### config.mk
export PLATFORM = sky130hd
export DESIGN_NAME = debounced_limit_alarm
export DESIGN_NICKNAME = d
export VERILOG_FILES = /design/src/hdl/dla_pkg.sv /design/src/hdl/dla_core.sv /design/src/hdl/debounced_limit_alarm.sv
export SDC_FILE = /design/constraint.sdc
export NUM_CORES = 1
export LEC_CHECK = 0
export BUFFER_PORTS_ARGS = -buffer_cell sky130_fd_sc_hd__buf_2
export CORE_ASPECT_RATIO = 0.8
export CORE_MARGIN = 2
export CORE_UTILIZATION = 55
export CTS_BUF_LIST = sky130_fd_sc_hd__clkbuf_2 sky130_fd_sc_hd__clkbuf_4 sky130_fd_sc_hd__clkbuf_8
export CTS_CLUSTER_DIAMETER = 100
export CTS_CLUSTER_SIZE = 10
export DETAILED_ROUTE_END_ITERATION = 10
export PLACE_DENSITY = 0.78
export SKIP_CTS_REPAIR_TIMING = 1
export SYNTH_ARGS = -nofsm -noshare
export SYNTH_HDL_FRONTEND = slang
export SYNTH_SLANG_ARGS = --single-unit
### constraint.sdc
create_clock -name clock -period 8.4 [get_ports clock]
set_clock_uncertainty 0.1 [all_clocks]
set_input_delay 0.42 -clock clock [delete_from_list [all_inputs] [get_ports clock]]
set_output_delay 0.42 -clock clock [all_outputs]
set_load 0.1 [all_outputs]
### src/hdl/dla_pkg.sv
// Package for the debounced limit alarm: register indexes, config and result types.
// No dependencies; imported by dla_core and debounced_limit_alarm.
`default_nettype none

package dla_pkg;

   localparam int unsigned SampleWidth = 16;
   localparam int unsigned RunWidth    = 16;
   localparam int unsigned CsrWidth    = 16;

   localparam logic [RunWidth-1:0] RunMax = {RunWidth{1'b1}};

   typedef enum logic [1:0] {
      CSR_HIGH_LIMIT      = 2'd0,
      CSR_LOW_LIMIT       = 2'd1,
      CSR_DEBOUNCE_COUNT  = 2'd2,
      CSR_HIGH_AUTO_CLEAR = 2'd3
   } dla_csr_index_type;

   typedef struct packed {
      logic signed [SampleWidth-1:0] high_limit;
      logic signed [SampleWidth-1:0] low_limit;
      logic [RunWidth-1:0]           debounce_count;
      logic                          high_auto_clear;
   } dla_cfg_type;

   typedef struct packed {
      logic high_active;
      logic low_active;
      logic fault_active;
      logic fault_raised;
      logic fault_cleared;
      logic high_raised;
      logic high_cleared;
      logic low_raised;
      logic low_cleared;
   } dla_result_type;

   // saturating run counter increment
   function automatic logic [RunWidth-1:0] run_inc(input logic [RunWidth-1:0] r);
      logic [RunWidth-1:0] nxt;
      nxt = (r == RunMax) ? RunMax : r + {{(RunWidth-1){1'b0}}, 1'b1};
      return nxt;
   endfunction

endpackage

`default_nettype wire

### src/hdl/dla_core.sv
// Alarm state (flags and run counters) and its per-request update logic.
// Depends on dla_pkg.
`default_nettype none

module dla_core (
   input  wire logic                                  clock,
   input  wire logic                                  reset,
   input  wire dla_pkg::dla_cfg_type                  cfg,
   input  wire logic                                  update_en,
   input  wire logic signed [dla_pkg::SampleWidth-1:0] sample_value,
   input  wire logic                                  sample_ok,
   input  wire logic                                  sensor_failed,
   output dla_pkg::dla_result_type                    result
);
   import dla_pkg::*;

   logic                high_flag_ff, high_flag_in;
   logic                low_flag_ff, low_flag_in;
   logic                fault_flag_ff, fault_flag_in;
   logic [RunWidth-1:0] above_run_ff, above_run_in;
   logic [RunWidth-1:0] below_run_ff, below_run_in;
   logic [RunWidth-1:0] high_clr_run_ff, high_clr_run_in;
   logic [RunWidth-1:0] low_clr_run_ff, low_clr_run_in;
   logic                is_above;
   logic                is_below;

   assign is_above = sample_value > cfg.high_limit;
   assign is_below = sample_value < cfg.low_limit;

   always_comb begin
      high_flag_in    = high_flag_ff;
      low_flag_in     = low_flag_ff;
      fault_flag_in   = fault_flag_ff;
      above_run_in    = above_run_ff;
      below_run_in    = below_run_ff;
      high_clr_run_in = high_clr_run_ff;
      low_clr_run_in  = low_clr_run_ff;
      result          = '0;

      if (sensor_failed) begin
         // fault wipes the runs, flags hold
         above_run_in    = '0;
         below_run_in    = '0;
         high_clr_run_in = '0;
         low_clr_run_in  = '0;
         if (!fault_flag_ff) begin
            fault_flag_in       = 1'b1;
            result.fault_raised = 1'b1;
         end
      end else begin
         if (fault_flag_ff) begin
            fault_flag_in        = 1'b0;
            result.fault_cleared = 1'b1;
         end
         if (sample_ok) begin
            priority if (is_above) begin
               above_run_in    = run_inc(above_run_ff);
               below_run_in    = '0;
               high_clr_run_in = '0;
               low_clr_run_in  = '0;
               if (!high_flag_ff && above_run_in >= cfg.debounce_count) begin
                  high_flag_in       = 1'b1;
                  result.high_raised = 1'b1;
               end
            end else if (is_below) begin
               below_run_in    = run_inc(below_run_ff);
               above_run_in    = '0;
               high_clr_run_in = '0;
               low_clr_run_in  = '0;
               if (!low_flag_ff && below_run_in >= cfg.debounce_count) begin
                  low_flag_in       = 1'b1;
                  result.low_raised = 1'b1;
               end
            end else begin
               above_run_in = '0;
               below_run_in = '0;
               if (cfg.high_auto_clear && high_flag_ff) begin
                  high_clr_run_in = run_inc(high_clr_run_ff);
                  if (high_clr_run_in >= cfg.debounce_count) begin
                     high_flag_in        = 1'b0;
                     result.high_cleared = 1'b1;
                  end
               end
               if (low_flag_ff) begin
                  low_clr_run_in = run_inc(low_clr_run_ff);
                  if (low_clr_run_in >= cfg.debounce_count) begin
                     low_flag_in        = 1'b0;
                     result.low_cleared = 1'b1;
                  end
               end
            end
         end
      end

      result.high_active  = high_flag_in;
      result.low_active   = low_flag_in;
      result.fault_active = fault_flag_in;
   end

   always_ff @(posedge clock) begin
      if (reset) begin
         high_flag_ff    <= 1'b0;
         low_flag_ff     <= 1'b0;
         fault_flag_ff   <= 1'b0;
         above_run_ff    <= '0;
         below_run_ff    <= '0;
         high_clr_run_ff <= '0;
         low_clr_run_ff  <= '0;
      end else if (update_en) begin
         high_flag_ff    <= high_flag_in;
         low_flag_ff     <= low_flag_in;
         fault_flag_ff   <= fault_flag_in;
         above_run_ff    <= above_run_in;
         below_run_ff    <= below_run_in;
         high_clr_run_ff <= high_clr_run_in;
         low_clr_run_ff  <= low_clr_run_in;
      end
   end

endmodule

`default_nettype wire

### src/hdl/debounced_limit_alarm.sv
// Top level of the debounced limit alarm: request register, config registers,
// result register. Depends on dla_pkg and dla_core.
// Requests pass the request register, then the result register that drives rsp_valid.
// Throughput: one request per cycle while rsp_stall is low; the request and result
//   registers form a two-entry pipe, so a request is taken while a result waits.
// Reset: synchronous, active high; clears alarm flags, run counters and pipe valids
//   and loads the config registers with their defaults.
`default_nettype none

module debounced_limit_alarm (
   input  wire logic                                  clock,
   input  wire logic                                  reset,
   // config write port
   input  wire logic                                  csr_write_en,
   input  wire logic [1:0]                            csr_index,
   input  wire logic [dla_pkg::CsrWidth-1:0]          csr_wdata,
   // request channel
   input  wire logic                                  req_valid,
   output logic                                       req_stall,
   input  wire logic signed [dla_pkg::SampleWidth-1:0] req_sample_value,
   input  wire logic                                  req_sample_ok,
   input  wire logic                                  req_sensor_failed,
   // result channel
   output logic                                       rsp_valid,
   input  wire logic                                  rsp_stall,
   output logic                                       rsp_high_active,
   output logic                                       rsp_low_active,
   output logic                                       rsp_fault_active,
   output logic                                       rsp_fault_raised,
   output logic                                       rsp_fault_cleared,
   output logic                                       rsp_high_raised,
   output logic                                       rsp_high_cleared,
   output logic                                       rsp_low_raised,
   output logic                                       rsp_low_cleared
);
   import dla_pkg::*;

   // config registers
   dla_cfg_type cfg_ff;

   // request register stage
   logic                          req_vld_ff;
   logic signed [SampleWidth-1:0] sample_ff;
   logic                          ok_ff;
   logic                          failed_ff;

   // result register stage
   logic           rsp_vld_ff;
   dla_result_type rsp_ff;
   dla_result_type core_result;

   logic advance;    // result register can take a new entry
   logic req_take;   // request accepted this cycle
   logic move;       // request register moves into the result register

   dla_csr_index_type csr_sel;
   assign csr_sel = dla_csr_index_type'(csr_index);

   always_ff @(posedge clock) begin
      if (reset) begin
         cfg_ff.high_limit      <= 16'sh7FFF;
         cfg_ff.low_limit       <= 16'sh8000;
         cfg_ff.debounce_count  <= 16'd3;
         cfg_ff.high_auto_clear <= 1'b1;
      end else if (csr_write_en) begin
         unique case (csr_sel)
            CSR_HIGH_LIMIT:      cfg_ff.high_limit      <= $signed(csr_wdata);
            CSR_LOW_LIMIT:       cfg_ff.low_limit       <= $signed(csr_wdata);
            CSR_DEBOUNCE_COUNT:  cfg_ff.debounce_count  <= csr_wdata;
            CSR_HIGH_AUTO_CLEAR: cfg_ff.high_auto_clear <= csr_wdata[0];
            default:             ;
         endcase
      end
   end

   // pipe control: each stage advances when the one behind it is free
   assign advance   = !rsp_vld_ff || !rsp_stall;
   assign move      = req_vld_ff && advance;
   assign req_stall = req_vld_ff && !advance;
   assign req_take  = req_valid && !req_stall;

   always_ff @(posedge clock) begin
      if (reset) begin
         req_vld_ff <= 1'b0;
      end else if (req_take) begin
         req_vld_ff <= 1'b1;
      end else if (move) begin
         req_vld_ff <= 1'b0;
      end
   end

   always_ff @(posedge clock) begin
      if (req_take) begin
         sample_ff <= req_sample_value;
         ok_ff     <= req_sample_ok;
         failed_ff <= req_sensor_failed;
      end
   end

   // alarm state is committed exactly when the request moves to the result stage
   dla_core u_core (
      .clock         (clock),
      .reset         (reset),
      .cfg           (cfg_ff),
      .update_en     (move),
      .sample_value  (sample_ff),
      .sample_ok     (ok_ff),
      .sensor_failed (failed_ff),
      .result        (core_result)
   );

   always_ff @(posedge clock) begin
      if (reset) begin
         rsp_vld_ff <= 1'b0;
      end else if (advance) begin
         rsp_vld_ff <= move;
      end
   end

   always_ff @(posedge clock) begin
      if (move) begin
         rsp_ff <= core_result;
      end
   end

   assign rsp_valid         = rsp_vld_ff;
   assign rsp_high_active   = rsp_ff.high_active;
   assign rsp_low_active    = rsp_ff.low_active;
   assign rsp_fault_active  = rsp_ff.fault_active;
   assign rsp_fault_raised  = rsp_ff.fault_raised;
   assign rsp_fault_cleared = rsp_ff.fault_cleared;
   assign rsp_high_raised   = rsp_ff.high_raised;
   assign rsp_high_cleared  = rsp_ff.high_cleared;
   assign rsp_low_raised    = rsp_ff.low_raised;
   assign rsp_low_cleared   = rsp_ff.low_cleared;

   // the high raise pulse and the low clear pulse agree with their flags
   a_high_raise: assert property (@(posedge clock) disable iff (reset)
      (rsp_vld_ff && rsp_ff.high_raised) |-> (rsp_ff.high_active && !rsp_ff.high_cleared))
      else $error("high raise pulse without high alarm");

   a_low_clear: assert property (@(posedge clock) disable iff (reset)
      (rsp_vld_ff && rsp_ff.low_cleared) |-> !rsp_ff.low_active)
      else $error("low clear pulse with low alarm still set");

   // a fault request never touches the limit alarms
   a_fault_quiet: assert property (@(posedge clock) disable iff (reset)
      (rsp_vld_ff && rsp_ff.fault_raised) |->
         !(rsp_ff.high_raised || rsp_ff.low_raised ||
           rsp_ff.high_cleared || rsp_ff.low_cleared))
      else $error("limit event on a fault request");

   // a held result with a full request register must back-pressure the input
   a_backpressure: assert property (@(posedge clock) disable iff (reset)
      (rsp_vld_ff && rsp_stall && req_vld_ff) |-> req_stall)
      else $error("request taken while pipe is full");

   // a result is only loaded from a pending request
   a_rsp_source: assert property (@(posedge clock) disable iff (reset)
      ($rose(rsp_vld_ff)) |-> $past(req_vld_ff))
      else $error("result appeared without a request");

endmodule

`default_nettype wire

==> out/metrics.cfg <==
[status]
status=complete, no violations

[yosys]
ys_warn_count=0
synth-edff-count=27
synthCells=1026
synthesis.area_um2=8771
async_flop_share_pct=0
synth.distinct_cells=69
ys_seq_area_share_pct=36.18
ys.flop_type=dfxtp_1
postSynthAreaPerCell_um2=8.549
synth_fp_nets=1166
synth-seq-cells=145

[sta]
setup_viol=0
fin_ws_ns=4.292
relSlewSlack_pct=24.94
hold_slack_ns=0.02058
grt_setup_unrepaired=no
fin_setup_tns_ns=0
finalCritPeriodShare_pct=48.91
slew_viol_final=0
worst_pin_slew_ns=1.120
post-route-min-period_ns=4.108
hold_viol_final=0
max_clock_freq_mhz=243.4

[floorplanning]
die_area_um2=16980
core_um2=15700
die_y_um=117.0
rows=41
die_w_um=145.2
ioPinCount=52
initial_core_util_pct=55.87

[pwr]
p_int_mw=1.084
p_total_mw=1.499
total_switching_power_uw=415.5
peakVddDrop_v=0.0001001
clockPowerShare_pct=40.3
power.share.combinational_pct=10.6
seqPwrFrac_pct=49.1
p_per_area_nw_per_um2=156.7
swShare_pct=27.72
cellLeakagePower_nw=4.297

[clock_tree]
cts_sinks=145
cts_root_buffer=clkbuf_8
clk_pin_slew_ns=0.09
cts_tree=done
cts.path.max_buffers=2
clk_latency_ns=0.47
numCtsBuffers=17
cts.htree.levels=4

[critical_path]
crit_fanout=15
critPathLaunchType=flop
crit_type=reg -> reg
critical_path_required_ns=8.51
cp.arrival_ns=4.22
crit_path_end_kind=flop

[final_layout]
drive_gt1_share_pct=9.720
fin_util_pct=60.95
diodes=0
area_growth_pct=9.087
final_nets=1197
fin_cells=1285
fin_area_um2=9568
final_common_cell=nand2_1
final_cell_mix=208 x nand2_1, 118 x dfxtp_1, 99 x ha_1, 71 x a21oi_1, 56 x inv_1

[global_route]
grt_usage_pct=26.01
grt_pass1_vias=6974
overflow=0
antenna_found_initial=0
grt_pass1_wl_um=35140
grt_start_max_net_pins=75

[detailed_routing]
dr.pass1.iters=7
routedWlPerCell_um=16.64
final_antenna_net_count=0
drc=0
num_vias=7469
routed_wl_um=21380
via_per_inst=5.812
drt_iter0_markers=608

[placement]
hpwl_um=15030
placedCellCount=1253
place_ws_ns=4.435
numPortBuffers=51
gp_congestion=0.8918
placed_area_um2=9144

[job]
maxCapViolCount=0

[hold_path]
holdCritPathClass=in -> reg

## synth_stat cells, drive strengths merged (8+ instances only)
cell type	n	area (um^2)
xnor2	12	105.1
a22oi	30	225.2
nand4	16	100.1
nor2	55	206.5
dfxtp	118	2362
nor3	8	45.04
mux2i	32	320.3
and3	20	125.1
o211ai	19	142.6
clkbuf	36	135.1
xor2	27	236.5
nand3	31	155.2
o21ai	27	146.4
a21o	12	91.34
and4	12	105.1
a31oi	12	75.07
ha	99	1239
buf	8	65.06
nor2b	11	68.82
nand2b	9	56.30
edfxtp	27	810.8
a21oi	71	355.3
inv	57	214.0
nand2	208	780.8
## flip-flops by register name, summed over array words and instances, names as in the netlist
register and cells:
rsp_valid 1, rsp_low_raised 1, ok_ff 1, cfg_ff 49, u_core.high_flag_ff 1, u_core.below_run_ff 16, req_vld_ff 1, u_core.above_run_ff 16
rsp_fault_cleared 1, rsp_low_cleared 1, rsp_fault_active 1, u_core.high_clr_run_ff 16, u_core.low_clr_run_ff 16, rsp_high_raised 1, u_core.low_flag_ff 1, rsp_high_active 1
rsp_high_cleared 1, sample_ff 16, u_core.fault_flag_ff 1, failed_ff 1, rsp_low_active 1, rsp_fault_raised 1
## path summary, 6_finish.rpt
kind	cells past startpoint	start	slack, ns	end
min reg2reg	2	cfg_ff[16]	0.36	cfg_ff[16]
max	15	u_core.above_run_ff[0]	4.29	rsp_high_active
max reg2reg	15	u_core.above_run_ff[0]	4.29	rsp_high_active
min	1	req_sample_value[3]	0.02	sample_ff[3]
## power by group through the flow
stage | Sequential (mW) | Combinational, mW | Clock, mW
6_report | 0.737 | 0.159 | 0.604
3_3_place_gp | 0.752 | 0.153 | 0
5_1_grt | 0.739 | 0.175 | 0.640
4_1_cts | 0.736 | 0.158 | 0.605
3_5_place_dp | 0.752 | 0.157 | 0
2_1_floorplan | 0.764 | 0.0969 | 0
## worst max-delay path, cell delays in order (launching register included)
cell and delay [ns]:
dfxtp_1 0.39, ha_1 0.30, nand2_1 0.13, nor2_1 0.33, and4_1 0.32, nand4_1 0.56
nand2_1 0.29, inv_1 0.07, ha_1 0.26, nand2b_1 0.14, a21o_1 0.18, a211oi_1 0.22
o21ai_0 0.13, a21o_1 0.21, a31oi_1 0.19, a21oi_1 0.06
## area by class of cell
class / instances / area (um^2)
tap: 215 / 269.0
timing repair buffer: 56 / 292.8
fill: 1409 / 6130
clock inverter: 14 / 176.4
inverter: 57 / 214.0
clock buffer: 18 / 247.7
multi-input combinational: 780 / 5195
sequential: 145 / 3173
## metal layers
| layer | routed length (um) | track usage (%) | vias to the layer above |
|---|---|---|---|
| met2 | 9422 | 42.51 | 242 |
| met4 | 297 | 6.863 | 0 |
| met1 | 10070 | 35.58 | 3472 |
| met5 | 0 | 0 | - |
| met3 | 1588 | 5.543 | 26 |
| li1 | - | - | 3729 |
## kinds of logic (layout without fill, tap and decap cells)
kind of cell               count (synthesis)  count (layout)  synth area share, %
and+or+nand+nor                          394             394                20.70
AOI/OAI and AO/OA                        214             214                16.48
DFF                                      145             145                36.18
buffers and inverters                    101             145                4.722
adders and majority gates                 99              99                14.12
xor gates and xnor gates                  39              39                3.894
muxes                                     34              34                3.909
(Power assumes the default switching activity.)
